**config.mk**
```make
export PLATFORM = sky130hd
export DESIGN_NAME = morse_character_keyer
export DESIGN_NICKNAME = d
export VERILOG_FILES = /design/src/design/mck_pkg.sv /design/src/design/mck_front.sv /design/src/design/mck_queue.sv /design/src/design/mck_back.sv /design/src/design/morse_character_keyer.sv
export SDC_FILE = /design/constraint.sdc
export NUM_CORES = 1
export LEC_CHECK = 0
export ABC_CLOCK_PERIOD_IN_PS = 6200
export BUFFER_PORTS_ARGS = -buffer_cell sky130_fd_sc_hd__buf_2
export CAP_MARGIN = 20
export CORE_MARGIN = 4
export CORE_UTILIZATION = 35
export CTS_CLUSTER_SIZE = 25
export DETAILED_ROUTE_END_ITERATION = 10
export PLACE_DENSITY = 0.6
export SLEW_MARGIN = 10
export SYNTH_ARGS = -nofsm -noshare
export SYNTH_HDL_FRONTEND = slang
export SYNTH_HIERARCHICAL = 1
export SYNTH_SLANG_ARGS = --single-unit
```
**constraint.sdc**
```tcl
create_clock -name clock -period 6.2 [get_ports clock]
set_input_delay 0.31 -clock clock [delete_from_list [all_inputs] [get_ports clock]]
set_output_delay 0.31 -clock clock [all_outputs]
set_load 0.03 [all_outputs]
```
**src/design/mck_pkg.sv**
```systemverilog
// ----------------------------------------------------------------------------
// Morse character keyer package
// Shared types, register codes and the symbol table lookup.
// ----------------------------------------------------------------------------
package mck_pkg;

   localparam int QUEUE_DEPTH_DEFAULT = 2;
   localparam int MAX_ELEMENTS        = 5;
   localparam int UNITS_WIDTH         = 4;
   localparam int CSR_INDEX_WIDTH     = 3;

   typedef enum logic [CSR_INDEX_WIDTH-1:0] {
      CSR_DIT_UNITS         = 3'd0,
      CSR_DAH_UNITS         = 3'd1,
      CSR_ELEMENT_GAP_UNITS = 3'd2,
      CSR_LETTER_GAP_UNITS  = 3'd3,
      CSR_WORD_GAP_UNITS    = 3'd4
   } csr_index_type;

   typedef struct packed {
      logic [UNITS_WIDTH-1:0] dit_units;
      logic [UNITS_WIDTH-1:0] dah_units;
      logic [UNITS_WIDTH-1:0] element_gap_units;
      logic [UNITS_WIDTH-1:0] letter_gap_units;
      logic [UNITS_WIDTH-1:0] word_gap_units;
   } cfg_type;

   // The pattern is left aligned: the next element is in the top bit, 1 = dit.
   typedef struct packed {
      logic                    is_space;
      logic [2:0]              elem_count;
      logic [MAX_ELEMENTS-1:0] pattern;
   } symbol_type;

   typedef struct packed {
      logic       valid;
      symbol_type symbol;
   } lookup_type;

   typedef enum logic [1:0] {
      SEQ_IDLE,
      SEQ_MARK,
      SEQ_GAP,
      SEQ_LETTER
   } seq_state_type;

   function automatic lookup_type lookup_symbol(input logic [7:0] char_code);
      lookup_type result;
      logic [2:0] len_v;
      logic [7:0] bits_v;
      result = '0;
      len_v  = 3'd0;
      bits_v = 8'h00;
      unique case (char_code)
         8'h61: begin len_v = 3'd2; bits_v = 8'h06; end
         8'h62: begin len_v = 3'd4; bits_v = 8'h17; end
         8'h63: begin len_v = 3'd4; bits_v = 8'h15; end
         8'h64: begin len_v = 3'd3; bits_v = 8'h0b; end
         8'h65: begin len_v = 3'd1; bits_v = 8'h03; end
         8'h66: begin len_v = 3'd4; bits_v = 8'h1d; end
         8'h68: begin len_v = 3'd4; bits_v = 8'h1f; end
         8'h69: begin len_v = 3'd2; bits_v = 8'h07; end
         8'h6a: begin len_v = 3'd4; bits_v = 8'h18; end
         8'h6b: begin len_v = 3'd3; bits_v = 8'h0a; end
         8'h6c: begin len_v = 3'd4; bits_v = 8'h1b; end
         8'h6d: begin len_v = 3'd2; bits_v = 8'h04; end
         8'h6e: begin len_v = 3'd2; bits_v = 8'h05; end
         8'h6f: begin len_v = 3'd3; bits_v = 8'h08; end
         8'h70: begin len_v = 3'd4; bits_v = 8'h19; end
         8'h71: begin len_v = 3'd4; bits_v = 8'h12; end
         8'h72: begin len_v = 3'd3; bits_v = 8'h0d; end
         8'h73: begin len_v = 3'd3; bits_v = 8'h0f; end
         8'h74: begin len_v = 3'd1; bits_v = 8'h02; end
         8'h75: begin len_v = 3'd3; bits_v = 8'h0e; end
         8'h77: begin len_v = 3'd3; bits_v = 8'h0c; end
         8'h79: begin len_v = 3'd4; bits_v = 8'h14; end
         8'h2f: begin len_v = 3'd5; bits_v = 8'h2d; end
         8'h30: begin len_v = 3'd5; bits_v = 8'h20; end
         8'h31: begin len_v = 3'd5; bits_v = 8'h30; end
         8'h32: begin len_v = 3'd5; bits_v = 8'h38; end
         8'h33: begin len_v = 3'd5; bits_v = 8'h3c; end
         8'h34: begin len_v = 3'd5; bits_v = 8'h3e; end
         8'h35: begin len_v = 3'd5; bits_v = 8'h3f; end
         8'h36: begin len_v = 3'd5; bits_v = 8'h2f; end
         8'h37: begin len_v = 3'd5; bits_v = 8'h27; end
         8'h38: begin len_v = 3'd5; bits_v = 8'h23; end
         8'h39: begin len_v = 3'd5; bits_v = 8'h21; end
         8'h20: begin
            result.valid           = 1'b1;
            result.symbol.is_space = 1'b1;
         end
         default: begin
            len_v = 3'd0;
         end
      endcase
      if (len_v != 3'd0) begin
         result.valid             = 1'b1;
         result.symbol.elem_count = len_v;
         // Shifting left drops the marker bit above the first element.
         result.symbol.pattern    =
            MAX_ELEMENTS'(bits_v << (3'(MAX_ELEMENTS) - len_v));
      end
      return result;
   endfunction

endpackage

```
**src/design/mck_front.sv**
```systemverilog
// ----------------------------------------------------------------------------
// Morse keyer front end
// Accepts characters, looks them up and queues the symbols that key something.
// ----------------------------------------------------------------------------
module mck_front (
   input  logic                req_push,
   input  logic [7:0]          req_char_code,
   input  logic                queue_full,
   output logic                req_full,
   output logic                queue_push,
   output mck_pkg::symbol_type queue_data
);

   mck_pkg::lookup_type lookup;

   always_comb begin
      lookup = mck_pkg::lookup_symbol(req_char_code);
   end

   // Characters outside the table are taken and dropped.
   assign req_full   = queue_full;
   assign queue_push = req_push && !queue_full && lookup.valid;
   assign queue_data = lookup.symbol;

endmodule

```
**src/design/mck_queue.sv**
```systemverilog
// ----------------------------------------------------------------------------
// Morse keyer symbol queue
// A short register FIFO between the front end and the sequencer.
// ----------------------------------------------------------------------------
module mck_queue #(
   parameter int DEPTH = mck_pkg::QUEUE_DEPTH_DEFAULT
) (
   input  logic                clock,
   input  logic                reset,
   input  logic                push,
   input  mck_pkg::symbol_type push_data,
   input  logic                pop,
   output logic                full,
   output logic                empty,
   output mck_pkg::symbol_type pop_data
);

   localparam int PTR_WIDTH   = (DEPTH > 1) ? $clog2(DEPTH) : 1;
   localparam int COUNT_WIDTH = $clog2(DEPTH + 1);

   mck_pkg::symbol_type       entry_ff [DEPTH];
   logic [PTR_WIDTH-1:0]      wr_ptr_ff, wr_ptr_in;
   logic [PTR_WIDTH-1:0]      rd_ptr_ff, rd_ptr_in;
   logic [COUNT_WIDTH-1:0]    count_ff, count_in;
   logic                      do_push, do_pop;

   assign full     = (count_ff == COUNT_WIDTH'(DEPTH));
   assign empty    = (count_ff == '0);
   assign do_push  = push && !full;
   assign do_pop   = pop && !empty;
   assign pop_data = entry_ff[rd_ptr_ff];

   always_comb begin
      wr_ptr_in = wr_ptr_ff;
      rd_ptr_in = rd_ptr_ff;
      count_in  = count_ff;
      if (do_push) begin
         wr_ptr_in = (wr_ptr_ff == PTR_WIDTH'(DEPTH - 1)) ? '0 : wr_ptr_ff + 1'b1;
      end
      if (do_pop) begin
         rd_ptr_in = (rd_ptr_ff == PTR_WIDTH'(DEPTH - 1)) ? '0 : rd_ptr_ff + 1'b1;
      end
      if (do_push && !do_pop) begin
         count_in = count_ff + 1'b1;
      end else if (do_pop && !do_push) begin
         count_in = count_ff - 1'b1;
      end
   end

   always_ff @(posedge clock) begin
      if (reset) begin
         wr_ptr_ff <= '0;
         rd_ptr_ff <= '0;
         count_ff  <= '0;
      end else begin
         wr_ptr_ff <= wr_ptr_in;
         rd_ptr_ff <= rd_ptr_in;
         count_ff  <= count_in;
      end
   end

   always_ff @(posedge clock) begin
      if (do_push) begin
         entry_ff[wr_ptr_ff] <= push_data;
      end
   end

endmodule

```
**src/design/mck_back.sv**
```systemverilog
// ----------------------------------------------------------------------------
// Morse keyer sequencer
// Steps through the elements of a queued symbol and issues key segments.
// ----------------------------------------------------------------------------
module mck_back (
   input  logic                clock,
   input  logic                reset,
   input  mck_pkg::cfg_type    cfg,
   input  logic                queue_empty,
   input  mck_pkg::symbol_type queue_data,
   output logic                queue_pop,
   output logic                rsp_empty,
   input  logic                rsp_pop,
   output logic                rsp_key_down,
   output logic [3:0]          rsp_duration_units,
   output logic                rsp_last_segment
);

   mck_pkg::seq_state_type               state_ff, state_in;
   logic [mck_pkg::MAX_ELEMENTS-1:0]     pattern_ff, pattern_in;
   logic [2:0]                           remain_ff, remain_in;
   logic                                 out_valid_ff, out_valid_in;
   logic                                 out_key_ff, out_key_in;
   logic [mck_pkg::UNITS_WIDTH-1:0]      out_dur_ff, out_dur_in;
   logic                                 out_last_ff, out_last_in;
   logic                                 advance;
   logic                                 emit;

   // The result register can take a new segment when it is free or being read.
   assign advance = !out_valid_ff || rsp_pop;

   always_comb begin
      state_in   = state_ff;
      pattern_in = pattern_ff;
      remain_in  = remain_ff;
      if (advance) begin
         unique case (state_ff)
            mck_pkg::SEQ_IDLE: begin
               if (!queue_empty && !queue_data.is_space) begin
                  pattern_in = queue_data.pattern;
                  remain_in  = queue_data.elem_count;
                  state_in   = mck_pkg::SEQ_MARK;
               end
            end
            mck_pkg::SEQ_MARK: begin
               state_in = mck_pkg::SEQ_GAP;
            end
            mck_pkg::SEQ_GAP: begin
               pattern_in = {pattern_ff[mck_pkg::MAX_ELEMENTS-2:0], 1'b0};
               remain_in  = remain_ff - 1'b1;
               state_in   = (remain_ff == 3'd1) ? mck_pkg::SEQ_LETTER : mck_pkg::SEQ_MARK;
            end
            mck_pkg::SEQ_LETTER: begin
               state_in = mck_pkg::SEQ_IDLE;
            end
            default: begin
               state_in = mck_pkg::SEQ_IDLE;
            end
         endcase
      end
   end

   always_comb begin
      queue_pop   = 1'b0;
      emit        = 1'b0;
      out_key_in  = out_key_ff;
      out_dur_in  = out_dur_ff;
      out_last_in = out_last_ff;
      if (advance) begin
         unique case (state_ff)
            mck_pkg::SEQ_IDLE: begin
               queue_pop = !queue_empty;
               if (!queue_empty && queue_data.is_space) begin
                  emit        = 1'b1;
                  out_key_in  = 1'b0;
                  out_dur_in  = cfg.word_gap_units;
                  out_last_in = 1'b1;
               end
            end
            mck_pkg::SEQ_MARK: begin
               emit        = 1'b1;
               out_key_in  = 1'b1;
               out_dur_in  = pattern_ff[mck_pkg::MAX_ELEMENTS-1] ? cfg.dit_units
                                                                 : cfg.dah_units;
               out_last_in = 1'b0;
            end
            mck_pkg::SEQ_GAP: begin
               emit        = 1'b1;
               out_key_in  = 1'b0;
               out_dur_in  = cfg.element_gap_units;
               out_last_in = 1'b0;
            end
            mck_pkg::SEQ_LETTER: begin
               emit        = 1'b1;
               out_key_in  = 1'b0;
               out_dur_in  = cfg.letter_gap_units;
               out_last_in = 1'b1;
            end
            default: begin
               emit = 1'b0;
            end
         endcase
      end
      out_valid_in = emit || (out_valid_ff && !rsp_pop);
   end

   always_ff @(posedge clock) begin
      if (reset) begin
         state_ff     <= mck_pkg::SEQ_IDLE;
         out_valid_ff <= 1'b0;
      end else begin
         state_ff     <= state_in;
         out_valid_ff <= out_valid_in;
      end
   end

   always_ff @(posedge clock) begin
      pattern_ff  <= pattern_in;
      remain_ff   <= remain_in;
      out_key_ff  <= out_key_in;
      out_dur_ff  <= out_dur_in;
      out_last_ff <= out_last_in;
   end

   assign rsp_empty          = !out_valid_ff;
   assign rsp_key_down       = out_key_ff;
   assign rsp_duration_units = out_dur_ff;
   assign rsp_last_segment   = out_last_ff;

endmodule

```
**src/design/morse_character_keyer.sv**
```systemverilog
// ----------------------------------------------------------------------------
// Morse character keyer
// Turns ASCII characters into runs of key segments (level and duration).
// ----------------------------------------------------------------------------
// Requests enter through req_push / req_full, one character each. Characters
// outside the symbol table are accepted and produce nothing. Segments leave
// through rsp_empty / rsp_pop, oldest first; the final segment of each
// character has rsp_last_segment set.
// Timing: a space's single segment passes through the queue and then straight
// into the result register. A letter of L elements passes through the queue and
// the sequencer state, then yields one segment a cycle while the receiver keeps
// up, 2L+1 segments per character, as the sequencer steps one element phase per cycle.
// A short symbol queue lets the next requests be taken while the sequencer
// works; req_full rises only once that queue is full.
// When the receiver stalls, the pending segment holds in the result register
// and the sequencer waits. Timing registers are written on csr_we and read
// live by the sequencer. Reset empties the queue and the result register and
// loads the default timing of 1, 3, 1, 3 and 7 units.
// ----------------------------------------------------------------------------
module morse_character_keyer #(
   parameter int QUEUE_DEPTH = mck_pkg::QUEUE_DEPTH_DEFAULT
) (
   input  logic                                clock,
   input  logic                                reset,
   input  logic                                req_push,
   output logic                                req_full,
   input  logic [7:0]                          req_char_code,
   output logic                                rsp_empty,
   input  logic                                rsp_pop,
   output logic                                rsp_key_down,
   output logic [3:0]                          rsp_duration_units,
   output logic                                rsp_last_segment,
   input  logic                                csr_we,
   input  logic [mck_pkg::CSR_INDEX_WIDTH-1:0] csr_index,
   input  logic [mck_pkg::UNITS_WIDTH-1:0]     csr_wdata
);

   mck_pkg::cfg_type    cfg_ff, cfg_in;
   mck_pkg::symbol_type push_data;
   mck_pkg::symbol_type head_data;
   logic                queue_push;
   logic                queue_pop;
   logic                queue_full;
   logic                queue_empty;

   always_comb begin
      cfg_in = cfg_ff;
      if (csr_we) begin
         unique case (csr_index)
            mck_pkg::CSR_DIT_UNITS:         cfg_in.dit_units         = csr_wdata;
            mck_pkg::CSR_DAH_UNITS:         cfg_in.dah_units         = csr_wdata;
            mck_pkg::CSR_ELEMENT_GAP_UNITS: cfg_in.element_gap_units = csr_wdata;
            mck_pkg::CSR_LETTER_GAP_UNITS:  cfg_in.letter_gap_units  = csr_wdata;
            mck_pkg::CSR_WORD_GAP_UNITS:    cfg_in.word_gap_units    = csr_wdata;
            default:                        cfg_in                   = cfg_ff;
         endcase
      end
   end

   always_ff @(posedge clock) begin
      if (reset) begin
         cfg_ff.dit_units         <= 4'd1;
         cfg_ff.dah_units         <= 4'd3;
         cfg_ff.element_gap_units <= 4'd1;
         cfg_ff.letter_gap_units  <= 4'd3;
         cfg_ff.word_gap_units    <= 4'd7;
      end else begin
         cfg_ff <= cfg_in;
      end
   end

   mck_front u_front (
      .req_push      (req_push),
      .req_char_code (req_char_code),
      .queue_full    (queue_full),
      .req_full      (req_full),
      .queue_push    (queue_push),
      .queue_data    (push_data)
   );

   mck_queue #(
      .DEPTH (QUEUE_DEPTH)
   ) u_queue (
      .clock     (clock),
      .reset     (reset),
      .push      (queue_push),
      .push_data (push_data),
      .pop       (queue_pop),
      .full      (queue_full),
      .empty     (queue_empty),
      .pop_data  (head_data)
   );

   mck_back u_back (
      .clock              (clock),
      .reset              (reset),
      .cfg                (cfg_ff),
      .queue_empty        (queue_empty),
      .queue_data         (head_data),
      .queue_pop          (queue_pop),
      .rsp_empty          (rsp_empty),
      .rsp_pop            (rsp_pop),
      .rsp_key_down       (rsp_key_down),
      .rsp_duration_units (rsp_duration_units),
      .rsp_last_segment   (rsp_last_segment)
   );

endmodule

```
==> impl_metrics.json <==
{
  "status": "finished clean",
  "dieArea_sq_mm": 0.01132,
  "dp.cells": 461,
  "ant_nets": 0,
  "pwr-share-seq_pct": 45.6,
  "tritoncts": "yes",
  "p_leak_nw": 1.493,
  "grt_usage_pct": 12.75,
  "yosysWarnings": 6,
  "grt_pass1_vias": 2377,
  "period_needed_ns": 2.681,
  "antenna_found_initial": 0,
  "endpoint_kind": "flop",
  "synth_nets": 356,
  "p_int_w": 0.0007752,
  "synth.area.top_cells": "edfxtp_1, dfxtp_1, mux2i_1, mux2_2, nand2b_1",
  "drive_gt1_share_pct": 19.54,
  "synth_seq_cells": 60,
  "combinationalPowerShare_pct": 20.4,
  "remaining_drc_errors": 0,
  "dp_slack_ns": 3.188,
  "crit_slowest_cell": "or3_1",
  "synth_seq_area_share_pct": 44.89,
  "ir_drop_mv": 0.1142,
  "drtIter0Drc": 164,
  "start_util_pct": 36.34,
  "htreeDepth": 3,
  "critPathRequiredTime_ns": 6.46,
  "final_cells": 477,
  "grt_pass1_wl_mm": 11.53,
  "p_sw_w": 0.0003076,
  "vias": 2433,
  "cts_root_buf": "clkbuf_8",
  "max_cap_violations": 0,
  "ctsHoldBuffers": 0,
  "clockBufferDepth": 2,
  "setup_violations": 0,
  "final_core_util_pct": 40.58,
  "setup_ws_ns": 3.519,
  "critical_path_arrival_ns": 2.94,
  "cts_setup_buffers": 0,
  "syn_area_per_cell_sq_um": 10.33,
  "async_flop_share_pct": 0,
  "place.gp.congestion": 0.8903,
  "period_share_pct": 43.24,
  "tightest_slew_ns": 0.6638,
  "relSlewSlack_pct": 55.75,
  "synth_top_area_cell": "edfxtp_1",
  "num_rows": 35,
  "clock_skew_ns": 0.007591,
  "setup_tns_ns": 0,
  "start_kind": "input port",
  "fmax_ghz": 0.3730,
  "dpl.hpwl_mm": 4.754,
  "post_drt_wl_per_cell_microns": 14.19,
  "critPathMaxFanout": 20,
  "path_clk_slew_ns": 0.07,
  "die_w_microns": 106.4,
  "min_path_type": "in -> reg",
  "cts_resized": 0,
  "synthCells": 328,
  "die_h_microns": 106.4,
  "netSwitchingFraction_pct": 28.41,
  "grt_max_degree": 35,
  "synth_area_sq_mm": 0.003390,
  "vias_per_cell": 5.101,
  "ys.flop_type": "edfxtp_1",
  "clock-sinks": 60,
  "slowest_delay_ns": 0.35,
  "final_max_slew_viol_count": 0,
  "synth_top_area_share_pct": 28.35,
  "io_buffers": 27,
  "totalWireLength_mm": 6.771,
  "n_antenna_cell": 0,
  "first_pass_iters": 5,
  "fillers": 886,
  "cts_buffers": 9,
  "path_class": "in -> reg",
  "ioPinCount": 28,
  "synth_edf_count": 32,
  "p_clk_share_pct": 34.0,
  "clock_latency_ns": 0.34,
  "globalRoute.totalOverflow": 0,
  "crit_chain": "buf_2 -> nand2b_1 -> or2_2 -> a21oi_1 -> or2_1 -> nor2_1 -> a311oi_1 -> inv_1 -> nor2_1 -> ha_1 -> or3_1 -> a21oi_1",
  "finalHoldViolCount": 0,
  "fin_nets": 371,
  "area_growth_pct": 11.66,
  "ys_types": 57,
  "p_per_area_mw_per_mm2": 286.1,
  "core-area_sq_mm": 0.009328,
  "rsz0062_at_grt": "false"
}
==> synthesized netlist by cell type (3+ instances only) <==
master,number
buf_2,11
ha_1,8
inv_1,21
dfxtp_1,28
nand2_1,13
xor2_1,4
nand3_1,4
mux2i_1,27
mux2_1,3
a32oi_1,5
or3_1,3
a211oi_1,3
o21ai_0,15
buf_4,3
clkbuf_1,6
mux2_2,17
a222oi_1,4
nor2_1,26
nand2b_1,19
o311ai_0,3
nor2b_1,8
a21oi_1,14
nor3_1,3
nand4bb_1,3
nor3b_1,3
edfxtp_1,32
clkbuf_2,4
nand4_1,4
==> worst paths after layout <==
| check | start | to | slack [ns] | cells past startpoint |
|---|---|---|---|---|
| worst min register to register | cfg_ff[18] | cfg_ff[18] | 0.48 | 2 |
| worst min-delay path | csr_wdata[2] | cfg_ff[2] | 0.25 | 3 |
| worst max register to register | u_back/state_ff[1] | u_queue/count_ff[1] | 3.83 | 7 |
| worst max-delay path | req_char_code[2] | u_queue/count_ff[1] | 3.52 | 12 |
==> critical path, delay by kind of cell <==
kind                     cells  cell delay (ns)
adder cells (fa/ha/maj)      1             0.29
AO/OA/AOI/OAI                3             0.58
buffers and inverters        2             0.38
AND/OR/NAND/NOR              6             1.38
==> power by group through the flow <==
stage	combinational (W)	sequential, W	clock, W
after CTS	0.000222	0.000494	0.000378
after floorplan	0.000153	0.000517	0
after global routing	0.000247	0.000499	0.000397
after global placement	0.000219	0.000502	0
final	0.000220	0.000494	0.000368
after detailed placement	0.000222	0.000503	0
==> cell families after synthesis <==
| logic type | count (synthesis) | synth area share [%] |
|---|---|---|
| AOI/OAI and AO/OA | 61 | 12.33 |
| xor gates and xnor gates | 5 | 1.292 |
| adders and majority gates | 8 | 2.953 |
| buffers and inverters | 45 | 5.869 |
| DFF | 60 | 44.89 |
| muxes | 48 | 15.06 |
| and+or+nand+nor | 101 | 17.61 |
==> flip-flops by register name, indices dropped and copies added (netlist names), named ones only <==
| signal | cells |
|---|---|
| u_back/pattern_ff | 5 |
| u_back/rsp_duration_units | 4 |
| u_queue/entry_ff | 18 |
| u_queue/count_ff | 2 |
| u_back/out_valid_ff | 1 |
| u_back/rsp_key_down | 1 |
| cfg_ff | 20 |
| u_queue/wr_ptr_ff | 1 |
| u_back/state_ff | 2 |
| u_queue/rd_ptr_ff | 1 |
| u_back/rsp_last_segment | 1 |
| u_back/remain_ff | 3 |
==> through the flow <==
step	cell area (sq um)	hold slack [ns]	total power [W]
final	3785	0.2547	0.001083
after global routing	3785	0.2677	0.001143
after CTS	3785	0.2375	0.001095
after detailed placement	3573	0.4710	0.0007243
after global placement	3573	0.4593	0.0007214
after floorplan	3390	0.3791	0.0006707
==> per-layer routing <==
layer  part of all wire (%)  up-vias  track usage, %
met5                      0        -               0
met4                    1.8        0           6.484
met3                    3.7       11           2.247
met2                     45       49           20.05
met1                     49     1140           16.80
li1                       -     1233               -
==> cell usage in the layout, fill, tap and decap left out, types with 4 or more instances in the layout <==
cell type and n:
a32oi_1 5, edfxtp_1 32, ha_1 8, a21oi_1 14
inv_1 21, nand2b_1 19, clkbuf_8 10, mux2_2 17
nor2_1 26, nor2b_1 8, mux2i_1 27, buf_2 27
a222oi_1 4, nand4_1 4, nand3_1 4, xor2_1 4
o21ai_0 15, dfxtp_1 28, nand2_1 13
==> area by class of cell <==
cell class                      instances  area [sq um]  area share (%)
Tap cell                              129         161.4           4.264
Clock buffer                           12         166.4           4.397
Multi-Input combinational cell        223          1669           44.10
Inverter                               21         78.83           2.083
Clock inverter                          4         45.04           1.190
Timing Repair Buffer                   28         142.6           3.769
Sequential cell                        60          1521           40.20
(Power assumes the default switching activity.)
